### config.mk
export PLATFORM = sky130hd
export DESIGN_NAME = battery_voltage_zone_monitor
export DESIGN_NICKNAME = d
export VERILOG_FILES = /design/src/hdl/bvzm_pkg.sv /design/src/hdl/bvzm_zone_sort.sv /design/src/hdl/battery_voltage_zone_monitor.sv
export SDC_FILE = /design/constraint.sdc
export NUM_CORES = 1
export LEC_CHECK = 0
export ABC_AREA = 1
export BUFFER_PORTS_ARGS = -buffer_cell sky130_fd_sc_hd__buf_2
export CORE_ASPECT_RATIO = 1.25
export CORE_MARGIN = 2
export CORE_UTILIZATION = 61
export CTS_BUF_LIST = sky130_fd_sc_hd__clkbuf_4 sky130_fd_sc_hd__clkbuf_8
export CTS_CLUSTER_SIZE = 25
export DETAILED_ROUTE_END_ITERATION = 10
export PLACE_DENSITY = 0.85
export SLEW_MARGIN = 30
export SYNTH_ARGS = -nofsm -noshare
export SYNTH_HDL_FRONTEND = slang
export SYNTH_SLANG_ARGS = --single-unit
### constraint.sdc
create_clock -name clk_i -period 3.55 [get_ports clk_i]
set_input_delay 0.355 -clock clk_i [delete_from_list [all_inputs] [get_ports clk_i]]
set_output_delay 0.355 -clock clk_i [all_outputs]
set_load 0.01 [all_outputs]
### src/hdl/bvzm_pkg.sv
// Package for the battery voltage zone monitor.
// Zone and event codes, register indexes, threshold bundle and counter sizes.
// No dependencies.
`default_nettype none

package bvzm_pkg;

  localparam int MvW         = 16;
  localparam int RETRY_LIMIT = 5;
  localparam int FailW       = $clog2(RETRY_LIMIT + 1);
  localparam int NumZones    = 4;

  typedef enum logic [1:0] {
    ZONE_NORMAL = 2'd0,
    ZONE_LOW    = 2'd1,
    ZONE_HIGH   = 2'd2,
    ZONE_OFF    = 2'd3
  } zone_e;

  typedef enum logic [2:0] {
    EV_NONE      = 3'd0,
    EV_LOW       = 3'd1,
    EV_HIGH      = 3'd2,
    EV_OFF       = 3'd3,
    EV_RECOVERED = 3'd4,
    EV_HALTED    = 3'd5
  } event_e;

  typedef enum logic [1:0] {
    REG_LOW_THR  = 2'd0,
    REG_HIGH_THR = 2'd1,
    REG_OFF_THR  = 2'd2
  } reg_idx_e;

  typedef logic [1:0] cnt_t;

  // samples needed to confirm a zone
  localparam cnt_t ConfirmCount    = 2'd3;
  localparam cnt_t OffConfirmCount = 2'd2;

  localparam logic [MvW-1:0] LowThrReset  = 16'd11500;
  localparam logic [MvW-1:0] HighThrReset = 16'd14400;
  localparam logic [MvW-1:0] OffThrReset  = 16'd10500;

  typedef struct packed {
    logic [MvW-1:0] low_mv;
    logic [MvW-1:0] high_mv;
    logic [MvW-1:0] off_mv;
  } thr_t;

endpackage

`default_nettype wire

### src/hdl/bvzm_zone_sort.sv
// Sorts one voltage sample into its zone against the three thresholds.
// Depends on bvzm_pkg.
`default_nettype none

module bvzm_zone_sort
  import bvzm_pkg::*;
(
  input  thr_t           thr_i,
  input  logic [MvW-1:0] sample_mv_i,
  output zone_e          zone_o
);

  logic below_low, above_off, above_high, below_off;

  assign below_low  = sample_mv_i < thr_i.low_mv;
  assign above_off  = sample_mv_i > thr_i.off_mv;
  assign above_high = sample_mv_i > thr_i.high_mv;
  assign below_off  = sample_mv_i < thr_i.off_mv;

  // priority: low, high, off, normal (a sample equal to off threshold is normal)
  always_comb begin
    if (below_low && above_off) begin
      zone_o = ZONE_LOW;
    end else if (above_high) begin
      zone_o = ZONE_HIGH;
    end else if (below_off) begin
      zone_o = ZONE_OFF;
    end else begin
      zone_o = ZONE_NORMAL;
    end
  end

endmodule

`default_nettype wire

### src/hdl/battery_voltage_zone_monitor.sv
// Top level of the battery voltage zone monitor: threshold registers, zone
// counters, latch, retry counter and the result register.
// Depends on bvzm_pkg and bvzm_zone_sort.
`default_nettype none

// Takes one read attempt per cycle and returns one result per attempt, in the
// cycle after it is accepted. All work for an attempt is done in a single
// pass from the input port into the result register; the input is stalled
// only while a result is held by a stalled output, so with out_stall_i low
// the throughput is one transaction per clock. A zone is confirmed on its
// third consecutive-in-count sample (second for supply off); an event is
// reported only when the latched zone changes or on halt. After RETRY_LIMIT
// tolerated failed reads, the next failed read reports halted and all later inputs
// return the held zone with monitor_halted_o set. The user must write thresholds
// through the cfg port only while idle (not enforced); cfg_ready_o is always high.
module battery_voltage_zone_monitor
  import bvzm_pkg::*;
(
  input  logic           clk_i,
  input  logic           rst_ni,

  input  logic           cfg_valid_i,
  output logic           cfg_ready_o,
  input  logic [1:0]     cfg_index_i,
  input  logic [MvW-1:0] cfg_data_i,

  input  logic           in_valid_i,
  output logic           in_stall_o,
  input  logic           read_ok_i,
  input  logic [MvW-1:0] sample_mv_i,

  output logic           out_valid_o,
  input  logic           out_stall_i,
  output logic [2:0]     event_code_o,
  output logic           cancel_shutdown_o,
  output logic [1:0]     latched_zone_o,
  output logic           monitor_halted_o
);

  thr_t thr_q;

  cnt_t             cnt_q [NumZones];
  cnt_t             cnt_d [NumZones];
  zone_e            latch_q, latch_d;
  logic [FailW-1:0] fail_q, fail_d;
  logic             halted_q, halted_d;

  logic             out_valid_q;
  event_e           ev_q, ev_d;
  logic             cancel_q, cancel_d;

  zone_e            zone;
  cnt_t             cnt_inc;
  logic             confirm;
  logic             accept;

  assign cfg_ready_o = 1'b1;
  assign in_stall_o  = out_valid_q && out_stall_i;
  assign accept      = in_valid_i && !in_stall_o;

  // threshold registers
  always_ff @(posedge clk_i or negedge rst_ni) begin
    if (!rst_ni) begin
      thr_q.low_mv  <= LowThrReset;
      thr_q.high_mv <= HighThrReset;
      thr_q.off_mv  <= OffThrReset;
    end else if (cfg_valid_i && cfg_ready_o) begin
      case (cfg_index_i)
        REG_LOW_THR:  thr_q.low_mv  <= cfg_data_i;
        REG_HIGH_THR: thr_q.high_mv <= cfg_data_i;
        REG_OFF_THR:  thr_q.off_mv  <= cfg_data_i;
        default:      ;
      endcase
    end
  end

  bvzm_zone_sort u_zone_sort (
    .thr_i       (thr_q),
    .sample_mv_i (sample_mv_i),
    .zone_o      (zone)
  );

  assign cnt_inc = cnt_q[zone] + 2'd1;
  assign confirm = (zone == ZONE_OFF) ? (cnt_inc >= OffConfirmCount)
                                      : (cnt_inc >= ConfirmCount);

  always_comb begin
    cnt_d    = cnt_q;
    latch_d  = latch_q;
    fail_d   = fail_q;
    halted_d = halted_q;
    ev_d     = EV_NONE;
    cancel_d = 1'b0;
    if (!halted_q) begin
      if (!read_ok_i) begin
        if (fail_q >= FailW'(RETRY_LIMIT)) begin
          halted_d = 1'b1;
          ev_d     = EV_HALTED;
        end else begin
          fail_d = fail_q + FailW'(1);
        end
      end else begin
        fail_d = '0;
        if (confirm) begin
          for (int i = 0; i < NumZones; i++) begin
            cnt_d[i] = '0;
          end
          if (latch_q != zone) begin
            latch_d = zone;
            case (zone)
              ZONE_LOW:  ev_d = EV_LOW;
              ZONE_HIGH: ev_d = EV_HIGH;
              ZONE_OFF:  ev_d = EV_OFF;
              default: begin
                ev_d     = EV_RECOVERED;
                cancel_d = (latch_q == ZONE_LOW);
              end
            endcase
          end
        end else begin
          cnt_d[zone] = cnt_inc;
        end
      end
    end
  end

  always_ff @(posedge clk_i or negedge rst_ni) begin
    if (!rst_ni) begin
      for (int i = 0; i < NumZones; i++) begin
        cnt_q[i] <= '0;
      end
      latch_q  <= ZONE_NORMAL;
      fail_q   <= '0;
      halted_q <= 1'b0;
    end else if (accept) begin
      cnt_q    <= cnt_d;
      latch_q  <= latch_d;
      fail_q   <= fail_d;
      halted_q <= halted_d;
    end
  end

  // result register
  always_ff @(posedge clk_i or negedge rst_ni) begin
    if (!rst_ni) begin
      out_valid_q <= 1'b0;
    end else if (accept) begin
      out_valid_q <= 1'b1;
    end else if (!out_stall_i) begin
      out_valid_q <= 1'b0;
    end
  end

  always_ff @(posedge clk_i) begin
    if (accept) begin
      ev_q     <= ev_d;
      cancel_q <= cancel_d;
    end
  end

  // latch and halt state are only touched on accept, so they match the held result
  assign out_valid_o       = out_valid_q;
  assign event_code_o      = ev_q;
  assign cancel_shutdown_o = cancel_q;
  assign latched_zone_o    = latch_q;
  assign monitor_halted_o  = halted_q;

  a_halt_sticky: assert property (@(posedge clk_i) disable iff (!rst_ni)
    halted_q |=> halted_q)
    else $error("halt state cleared");

  a_fail_bound: assert property (@(posedge clk_i) disable iff (!rst_ni)
    fail_q <= FailW'(RETRY_LIMIT))
    else $error("failed read count beyond limit");

  a_cnt_bound: assert property (@(posedge clk_i) disable iff (!rst_ni)
    cnt_q[ZONE_OFF] < OffConfirmCount && cnt_q[ZONE_LOW] < ConfirmCount &&
    cnt_q[ZONE_HIGH] < ConfirmCount && cnt_q[ZONE_NORMAL] < ConfirmCount)
    else $error("zone counter not cleared on confirm");

  a_cancel_recover: assert property (@(posedge clk_i) disable iff (!rst_ni)
    out_valid_q && cancel_q |-> ev_q == EV_RECOVERED && latch_q == ZONE_NORMAL)
    else $error("shutdown cancel without recovery");

  a_halt_event: assert property (@(posedge clk_i) disable iff (!rst_ni)
    accept && ev_d == EV_HALTED |=> halted_q && out_valid_q)
    else $error("halt event without halt state");

endmodule

`default_nettype wire
==> results.sh, run 1 <==
export IMPL_finalPower_mw=2.393
export IMPL_grt_max_degree=44
export IMPL_p_per_area_nw_per_um2=499.1
export IMPL_irDropWorstVdd_mv=0.3192
export IMPL_total_leakage_power_nw=2.499
export IMPL_cts_hold_buf=0
export IMPL_setup_viol=0
export IMPL_grt_usage=0.2631
export IMPL_clock_sinks=67
export IMPL_yosysWarnings=0
export IMPL_layout_drive_gt1_share=0.2273
export IMPL_hold_viol_final=10
export IMPL_place_gp_congestion=0.9481
export IMPL_post_route_min_period_ns=3.291
export IMPL_vias=3530
export IMPL_drv_slew=0
export IMPL_cts_tree="done"
export IMPL_worst_slew_pin_slew_ns=0.6424
export IMPL_antenna_found_initial=0
export IMPL_numCtsBuffers=9
export IMPL_fin_cells=659
export IMPL_status="finished, violations left"
export IMPL_crit_type="flip-flop to flip-flop"
export IMPL_synth_avg_cell_area_um2=8.182
export IMPL_clockRootBuffer="clkbuf_8"
export IMPL_port_buffers=48
export IMPL_die_area_um2=7621
export IMPL_tns_ns=0
export IMPL_grt_pass1_wl_um=15770
export IMPL_timing_fmax_mhz=303.9
export IMPL_hpwl_um=6704
export IMPL_row_count=33
export IMPL_cap_viol_max_count=0
export IMPL_core_area_um2=6648
export IMPL_grt_pass1_vias=3574
export IMPL_ys_types=37
export IMPL_rsz0062_at_grt="false"
export IMPL_clk_latency_ns=0.36
export IMPL_die_w_um=78.49
export IMPL_max_slew_margin_rel=0.5713
export IMPL_crit_path_start_kind="flip-flop"
export IMPL_drt_total_wl_um=9195
export IMPL_dr_pass1_iters=5
export IMPL_worstHoldPathType="primary input to async pin"
export IMPL_drt_wirelength_per_cell_um=13.95
export IMPL_route_detailed_drc=0
export IMPL_first_iter_violations=145
export IMPL_endpoint_kind="flip-flop"
export IMPL_synth_async_reset_ratio=0.9403
export IMPL_initial_utilization=0.6364
export IMPL_ant_nets=0
export IMPL_syn_to_final_growth_pct=13.34
export IMPL_vias_per_cell=5.357
export IMPL_mappedNetlistArea_um2=4230
export IMPL_required_ns=3.66
export IMPL_gr_total_overflow=0
export IMPL_synth_edf_count=4
export IMPL_layout_nets=657
export IMPL_period_share=0.9270
export IMPL_clk_pin_slew_ns=0.08
export IMPL_syn_nets=607
export IMPL_failed_checks="negative hold slack"
export IMPL_clock_path_buffers=2
export IMPL_cts_max_level=3
export IMPL_synth_seq_cells=67
export IMPL_yosys_most_used_dff="dfrtp_1"
export IMPL_die_height_um=97.11
export IMPL_dp_cells=643
export IMPL_whs_ns=-0.008635
export IMPL_syn_instance_count=517
export IMPL_diodes=0
export IMPL_fin_skew_ns=0.01271
export IMPL_crit_path_max_fanout=8
export IMPL_cp_arrival_ns=3.40
export IMPL_io_pins=50
export IMPL_ys_seq_area_frac=0.4058
==> metal layers <==
layer / GRT usage / up-vias / wire length, um
met3: 0.05112 / 35 / 402
met1: 0.3026 / 1645 / 3655
met5: 0 / - / 0
met4: 0.1282 / 0 / 349
met2: 0.4622 / 114 / 4788
li1: - / 1736 / -
==> worst paths after layout <==
path	end	startpoint	slack, ns	depth (start not counted)
setup / recovery	event_code_o[0]$_SDFFCE_PP0P_	thr_q[11]$_DFFE_PN1P_	0.26	19
hold / removal	latched_zone_o[1]$_DFFE_PN0P_	rst_ni	-0.009	1
setup reg to reg	event_code_o[0]$_SDFFCE_PP0P_	thr_q[11]$_DFFE_PN1P_	0.26	19
hold reg to reg	cnt_q[7]$_DFFE_PN0P_	cnt_q[7]$_DFFE_PN0P_	0.48	2
max in group asynchronous	thr_q[43]$_DFFE_PN1P_	rst_ni	2.80	2
min in group clk_i	out_valid_o$_DFFE_PN0P_	in_valid_i	0.22	3
==> repair_timing <==
| action | 4_1_cts | 5_1_grt |
|---|---|---|
| setup endpoints to repair | 0 | 3 |
| setup buffers | 0 | 0 |
| resized for setup | 0 | 2 |
==> state kept, by name, indices dropped and copies added (netlist names) <==
| signal | cells |
|---|---|
| latched_zone_o | 2 |
| out_valid_o | 1 |
| monitor_halted_o | 1 |
| thr_q | 48 |
| cnt_q | 8 |
| event_code_o | 3 |
| cancel_shutdown_o | 1 |
| fail_q | 3 |
==> stage by stage <==
stage	area [um2]	setup WS (ns)	utilization
finish	4795	0.2590	0.7213
floorplan	4230	0.5644	-
detailed placement	4561	0.2413	0.6861
CTS	4786	0.1894	0.7199
global route	4795	0.05712	0.7213
global placement	4546	0.3014	0.6838
==> power by group <==
part           total, mW  internal [mW]  leakage (nW)  switching, mW
Sequential         0.932          0.881         0.788         0.0510
Clock              0.722          0.400         0.106          0.322
Combinational      0.738          0.262          1.60          0.477
==> cell families (layout without fill, tap and decap cells) <==
logic type      after synthesis  after routing  synth area share
simple gates                195            195            0.2280
buf+inv                     109            164           0.09820
compound gates               95             95            0.1192
flops                        67             67            0.4058
fa+ha+maj                    50             50            0.1479
other cells                   1              1         0.0008865
==> cell type report <==
cell class,count,area (um2)
Clock buffer,9,123.9
Clock inverter,7,101.3
Fill cell,506,1853
Inverter,99,374.1
Multi-Input combinational cell,341,2120
Sequential cell,67,1717
Tap cell,87,108.9
Timing Repair Buffer,49,250.2
==> cell usage in the layout (no fill, tap or decap), drive strengths merged <==
master and n:
nor2 28, bufinv 2, nand2 140, and2 1
a21o 1, clkinvlp 2, ha 50, a21oi 26
buf 49, o21a 3, clkbuf 9, dfrtp 47
nor3 6, dfstp 16, o22ai 1, nand3b 1
a21boi 1, nand3 15, conb 1, nor4 1
clkinv 3, nand4 3, inv 99, o21ai 63
edfxtp 4
==> critical path: stages, from the launching register on <==
cell	delay (ns)
dfstp_2	0.54
inv_1	0.07
ha_1	0.33
a21oi_1	0.16
o21ai_1	0.09
a21oi_2	0.18
nand2_4	0.10
nand3_4	0.14
nand3_2	0.13
o21ai_0	0.16
o21ai_2	0.13
and2_1	0.18
ha_1	0.30
inv_2	0.08
nor2_8	0.13
inv_2	0.06
nand2_4	0.08
inv_4	0.05
nand3_1	0.08
a21oi_1	0.06
==> cells in the mapped netlist, types with 5 or more instances <==
cell	instances	area (um2)
a21oi_1	24	120.1
clkbuf_1	9	33.78
dfrtp_1	47	1176
dfstp_2	16	420.4
ha_1	50	625.6
inv_1	91	341.6
inv_2	6	22.52
nand2_1	120	450.4
nand2_2	10	62.56
nand2_4	9	101.4
nand3_1	11	55.05
nor2_1	20	75.07
nor3_1	5	25.02
o21ai_0	55	275.3
o21ai_1	6	30.03
Note: power is estimated with default switching activity, not from simulation.
==> run 2: changes to the inputs <==
Settings changed: SYNTH_HIERARCHICAL set to 1.
==> results.sh, run 2 <==
export IMPL_cts_tree="done"
export IMPL_route_detailed_drc=0
export IMPL_crit_end="event_code_o[2]$_SDFFCE_PP0P_"
export IMPL_timing_fmax_mhz=309.5
export IMPL_mappedNetlistArea_um2=4150
export IMPL_regArea_um2=1717
export IMPL_drt_wirelength_per_cell_um=13.12
export IMPL_status="finished clean"
export IMPL_required_ns=3.75
export IMPL_port_buffers=48
export IMPL_timing_rr_end="event_code_o[2]$_SDFFCE_PP0P_"
export IMPL_vias_per_cell=5.244
export IMPL_gr_total_overflow=0
export IMPL_muxShareOfSynthArea=0
export IMPL_setup_viol=0
export IMPL_max_slew_margin_rel=0.5074
export IMPL_irDropWorstVdd_mv=0.3333
export IMPL_top_usage_layer="met2"
export IMPL_finalPower_mw=2.185
export IMPL_die_area_um2=7484
export IMPL_die_height_um=96.22
export IMPL_clockRootBuffer="clkbuf_8"
export IMPL_synth_largest_area_cell="dfrtp_1"
export IMPL_largest_register_ffs=48
export IMPL_first_iter_violations=141
export IMPL_crit_path_start_kind="flip-flop"
export IMPL_cts_setup_buffers=0
export IMPL_fin_ws_ns=0.3192
export IMPL_worstHoldPathType="primary input to async pin"
export IMPL_reg2reg_depth=19
export IMPL_cap_viol_max_count=0
export IMPL_clock_sinks=67
export IMPL_yosysWarnings=6
export IMPL_final_cell_mix="nand2_1 (155), inv_1 (93), o21ai_0 (60)"
export IMPL_startpoint="thr_q[45]$_DFFE_PN1P_"
export IMPL_reg2reg_slack_ns=0.32
export IMPL_place_gp_congestion=0.9199
export IMPL_crit_path_max_fanout=9
export IMPL_dr_pass1_iters=4
export IMPL_use_met2=0.5014
export IMPL_cts_max_level=3
export IMPL_r2r_start="thr_q[45]$_DFFE_PN1P_"
export IMPL_syn_nets=626
export IMPL_layout_commonest_cell="nand2_1"
export IMPL_total_leakage_power_nw=2.510
export IMPL_diodes=0
export IMPL_syn_to_final_growth_pct=12.27
export IMPL_clk_pin_slew_ns=0.08
export IMPL_largest_register="thr_q"
export IMPL_cp_arrival_ns=3.43
export IMPL_hpwl_um=6676
export IMPL_ant_nets=0
export IMPL_whs_ns=0.05548
export IMPL_period_share=0.9101
export IMPL_numCtsBuffers=9
export IMPL_reg_largest_list="thr_q: 48 flops, cnt_q: 8 flops"
export IMPL_synth_compound_area_frac=0.1058
export IMPL_synth_area_leaders="dfrtp_1 (28%), ha_1 (15%), nand2_1 (14%)"
export IMPL_drv_slew=0
export IMPL_vias=3545
export IMPL_grt_met3_usage=0.04221
export IMPL_synth_seq_cells=67
export IMPL_synthTopCellsByCount="nand2_1 (157), inv_1 (94), o21ai_0 (60), ha_1 (51), dfrtp_1 (47)"
export IMPL_core_area_um2=6565
export IMPL_clk_latency_ns=0.35
export IMPL_dp_slack_ns=0.1485
export IMPL_layout_drive_gt1_share=0.1766
export IMPL_grt_max_degree=34
export IMPL_post_route_min_period_ns=3.231
export IMPL_io_pins=50
export IMPL_clock_path_buffers=2
export IMPL_layout_nets=675
export IMPL_yosysMostFrequentCell="nand2_1"
export IMPL_drt_total_wl_um=8870
export IMPL_die_w_um=77.78
export IMPL_ys_seq_area_frac=0.4136
export IMPL_synthXorXnorAreaFrac=0.002110
export IMPL_grt_pass1_vias=3661
export IMPL_synthAdderAreaFrac=0.1538
export IMPL_endpoint_kind="flip-flop"
export IMPL_antenna_found_initial=0
export IMPL_synth_edf_count=4
export IMPL_synth_avg_cell_area_um2=7.757
export IMPL_multiInputGateArea_um2=2034
export IMPL_synth_top_family_by_area="simple AND/OR/NAND/NOR gates"
export IMPL_crit_type="flip-flop to flip-flop"
export IMPL_row_count=33
export IMPL_syn_instance_count=535
export IMPL_synth_async_reset_ratio=0.9403
export IMPL_synth_top_area_share=0.2834
export IMPL_num_fill_cells=540
export IMPL_p_per_area_nw_per_um2=469.0
export IMPL_initial_utilization=0.6322
export IMPL_grt_usage=0.2668
export IMPL_fin_skew_ns=0.01041
export IMPL_synth_simple_gate_area_share=0.2204
export IMPL_grt_pass1_wl_um=15570
export IMPL_worst_slew_pin_slew_ns=0.7389
export IMPL_use_met1=0.2877
export IMPL_hold_viol_final=0
export IMPL_ys_types=30
export IMPL_yosys_most_used_dff="dfrtp_1"
[run 2: cell count changes in the layout (fill, tap and decap cells not counted), moves of 3 or more]
cell / change
nand2_1: +35
nand4_1: +7
o21ai_1: -4
inv_1: +3
a21oi_1: -3
inv_2: -4
nand2_4: -8
o21ai_0: +5
nor3_1: -3
nand2_2: -3
[run 2: worst max-delay path: stages, from the launching register on]
cell       delay [ns]
dfstp_2          0.54
inv_1            0.04
ha_1             0.29
nand2_1          0.08
nor4_1           0.38
nand2_1          0.12
nand3_2          0.14
nand2_1          0.10
inv_4            0.11
inv_2            0.09
nand2_1          0.09
inv_1            0.06
nand2_1          0.05
o2111ai_1        0.13
ha_1             0.34
nand3_1          0.10
nand2_2          0.12
nor2_1           0.11
nand2_1          0.06
a21oi_1          0.14
[run 2: routing by layer]
metal | part of all wire | up-vias
li1 | - | 1790
met5 | 0 | -
met1 | 0.42 | 1663
met4 | 0.027 | 0
met2 | 0.52 | 72
met3 | 0.033 | 20
[run 2: power by group]
group | total [mW] | switching (mW) | internal [mW]
combinational | 0.678 | 0.438 | 0.240
clock | 0.575 | 0.319 | 0.256
sequential | 0.932 | 0.0493 | 0.883
[run 2: worst min path at each step]
stage | from | end | slack [ns] | depth (start not counted)
after floorplan | rst_ni | cnt_q[0]$_DFFE_PN0P_ | 0.06 | 0
after global placement | rst_ni | fail_q[1]$_DFFE_PN0P_ | 0.44 | 1
after detailed placement | rst_ni | fail_q[1]$_DFFE_PN0P_ | 0.46 | 1
after CTS | rst_ni | fail_q[1]$_DFFE_PN0P_ | 0.07 | 1
after global routing | rst_ni | fail_q[1]$_DFFE_PN0P_ | 0.11 | 1
final | rst_ni | fail_q[1]$_DFFE_PN0P_ | 0.06 | 1
[run 2: repair_timing]
item                       in CTS  in global routing
resized for setup               0                  7
setup endpoints to repair       0                 14
hold buffers                    0                  0
[run 2: logic make-up (layout without fill, tap and decap cells)]
family | Yosys count | after routing
AO/OA/AOI/OAI | 86 | 86
adder cells (fa/ha/maj) | 51 | 51
flip-flops | 67 | 67
other | 1 | 1
AND/OR/NAND/NOR | 220 | 220
buffers and inverters | 109 | 163
XOR/XNOR | 1 | 1
[run 2: metrics by stage]
stage / cell area (um2) / std cells / TNS [ns] / util
after detailed placement: 4464 / 660 / 0 / 0.6800
after floorplan: 4150 / 535 / 0 / -
after global routing: 4659 / 676 / -0.01950 / 0.7097
final: 4659 / 676 / 0 / 0.7097
after CTS: 4642 / 676 / 0 / 0.7071
after global placement: 4449 / 660 / 0 / 0.6777
[run 2: layout make-up]
cell class | instances | area share
flip-flops and latches | 67 | 0.3684
repair buffers | 50 | 0.05478
inverters | 97 | 0.07868
multi-input cells | 359 | 0.4366
clock buffers | 9 | 0.02658
well taps | 87 | 0.02336
clock inverters | 7 | 0.01155
==> run 3: changes to the inputs <==
Settings changed: CORE_MARGIN 2 to unset.
==> results.sh, run 3 (same netlist as run 2, synthesis figures left out) <==
export IMPL_status="finished clean"
export IMPL_cts_tree="done"
export IMPL_crit_path_start_kind="flip-flop"
export IMPL_grt_max_degree=33
export IMPL_p_clk_frac=0.293
export IMPL_clock_sinks=67
export IMPL_clockRootBuffer="clkbuf_8"
export IMPL_dr_pass1_iters=4
export IMPL_drt_total_wl_um=8925
export IMPL_internal_power_mw=1.505
export IMPL_hpwl_um=6733
export IMPL_clock_path_buffers=2
export IMPL_vias_per_cell=5.291
export IMPL_route_detailed_drc=0
export IMPL_cp_arrival_ns=3.43
export IMPL_required_ns=3.74
export IMPL_switching_share=0.3402
export IMPL_diodes=0
export IMPL_layout_nets=676
export IMPL_grt_pass1_vias=3739
export IMPL_final_util=0.7166
export IMPL_first_iter_violations=127
export IMPL_initial_utilization=0.6322
export IMPL_die_area_um2=7140
export IMPL_p_per_area_nw_per_um2=484.8
export IMPL_crit_path_max_fanout=9
export IMPL_cts_max_level=3
export IMPL_core_area_um2=6565
export IMPL_endpoint_kind="flip-flop"
export IMPL_max_slew_margin_rel=0.5982
export IMPL_largest_register="thr_q"
export IMPL_final_cell_mix="nand2_1 (156), inv_1 (93), o21ai_0 (60)"
export IMPL_antenna_found_initial=0
export IMPL_grt_usage=0.2855
export IMPL_hold_viol_final=0
export IMPL_cts_setup_buffers=0
export IMPL_layout_drive_gt1_share=0.1746
export IMPL_irDropWorstVdd_mv=0.3049
export IMPL_row_count=33
export IMPL_die_w_um=75.78
export IMPL_io_pins=50
export IMPL_period_share=0.9135
export IMPL_drt_wirelength_per_cell_um=13.18
export IMPL_power_frac_comb=0.296
export IMPL_largest_register_ffs=48
export IMPL_worst_slew_pin_slew_ns=0.6020
export IMPL_fin_skew_ns=0.009638
export IMPL_vias=3582
export IMPL_worstHoldPathType="primary input to flip-flop"
export IMPL_clk_latency_ns=0.34
export IMPL_syn_to_final_growth_pct=13.36
export IMPL_total_leakage_power_nw=2.541
export IMPL_layout_commonest_cell="nand2_1"
export IMPL_timing_fmax_mhz=308.4
export IMPL_grt_pass1_wl_um=15370
export IMPL_die_height_um=94.22
export IMPL_clk_pin_slew_ns=0.08
export IMPL_reg2reg_slack_ns=0.31
export IMPL_numCtsBuffers=9
export IMPL_port_buffers=48
export IMPL_pwr_share_seq=0.410
export IMPL_reg_largest_list="thr_q: 48 flops, cnt_q: 8 flops"
export IMPL_switching_power_uw=776.0
export IMPL_crit_type="flip-flop to flip-flop"
export IMPL_post_route_min_period_ns=3.243
export IMPL_finalPower_mw=2.281
export IMPL_setup_viol=0
export IMPL_place_gp_congestion=0.9148
export IMPL_ant_nets=0
export IMPL_gr_total_overflow=0
export IMPL_cap_viol_max_count=0
export IMPL_drv_slew=0
-- run 3: final cells by class --
class	instances	area, um2
clock buffers	13	166.4
clock inverters	3	46.29
fillers	502	1861
inverters	97	364.1
multi-input cells	359	2037
flip-flops and latches	67	1717
well taps	87	108.9
repair buffers	51	265.3
-- run 3: through the flow --
stage,instances,area [um2],hold slack (ns),setup slack [ns],TNS (ns)
3_3_place_gp,660,4449,0.3138,0.2459,0
4_1_cts,677,4687,0.2606,0.1606,0
3_5_place_dp,660,4464,0.3277,0.1640,0
2_1_floorplan,535,4150,0.05941,0.7638,0
5_1_grt,677,4705,0.2855,-0.003732,-0.003732
6_report,677,4705,0.2701,0.3072,0
-- run 3: power by group through the flow --
stage               logic, mW  registers, mW  clock network [mW]
floorplan               0.493          0.934                   0
global placement        0.615          0.942                   0
detailed placement      0.645          0.947                   0
CTS                     0.657          0.935               0.681
global route            0.795          0.947               0.713
finish                  0.676          0.935               0.669
-- run 3: worst max-delay path, cell delays in order, from the launching register on --
cell	delay, ns
dfstp_2	0.54
inv_1	0.04
ha_1	0.28
nand2_1	0.07
nor4_1	0.36
nand2_1	0.12
nand3_2	0.13
nand2_1	0.07
inv_2	0.14
inv_2	0.10
nand2_1	0.09
inv_1	0.05
nand2_1	0.06
o2111ai_1	0.13
ha_1	0.34
inv_1	0.09
nand3_1	0.07
nand2_1	0.15
nand4_1	0.14
nor2_1	0.13
-- run 3: metal layers --
metal  wire length (um)  share of wire  GRT usage
met4                269          0.030     0.1343
met5                  0              0          0
met3                327          0.037    0.05043
met1               3578           0.40     0.3097
met2               4750           0.53     0.5184
-- run 3: what timing repair did --
item / CTS / global route
resized for setup: 0 / 6
endpoints found under the setup margin: 0 / 13
hold endpoints to repair: 14 / 0
hold buffers: 1 / 0
-- run 3: worst paths after layout --
kind                                       startpoint                             to  cells after the start
worst min register to register   thr_q[7]$_DFFE_PN0P_           thr_q[7]$_DFFE_PN0P_                      2
worst min-delay path                   cfg_data_i[10]          thr_q[42]$_DFFE_PN1P_                      3
worst max register to register  thr_q[45]$_DFFE_PN1P_  event_code_o[1]$_SDFFCE_PP0P_                     19
worst max-delay path            thr_q[45]$_DFFE_PN1P_  event_code_o[1]$_SDFFCE_PP0P_                     19
max in group asynchronous                      rst_ni          thr_q[34]$_DFFE_PN1P_                      3
min in group asynchronous                      rst_ni          thr_q[33]$_DFFE_PN0P_                      2
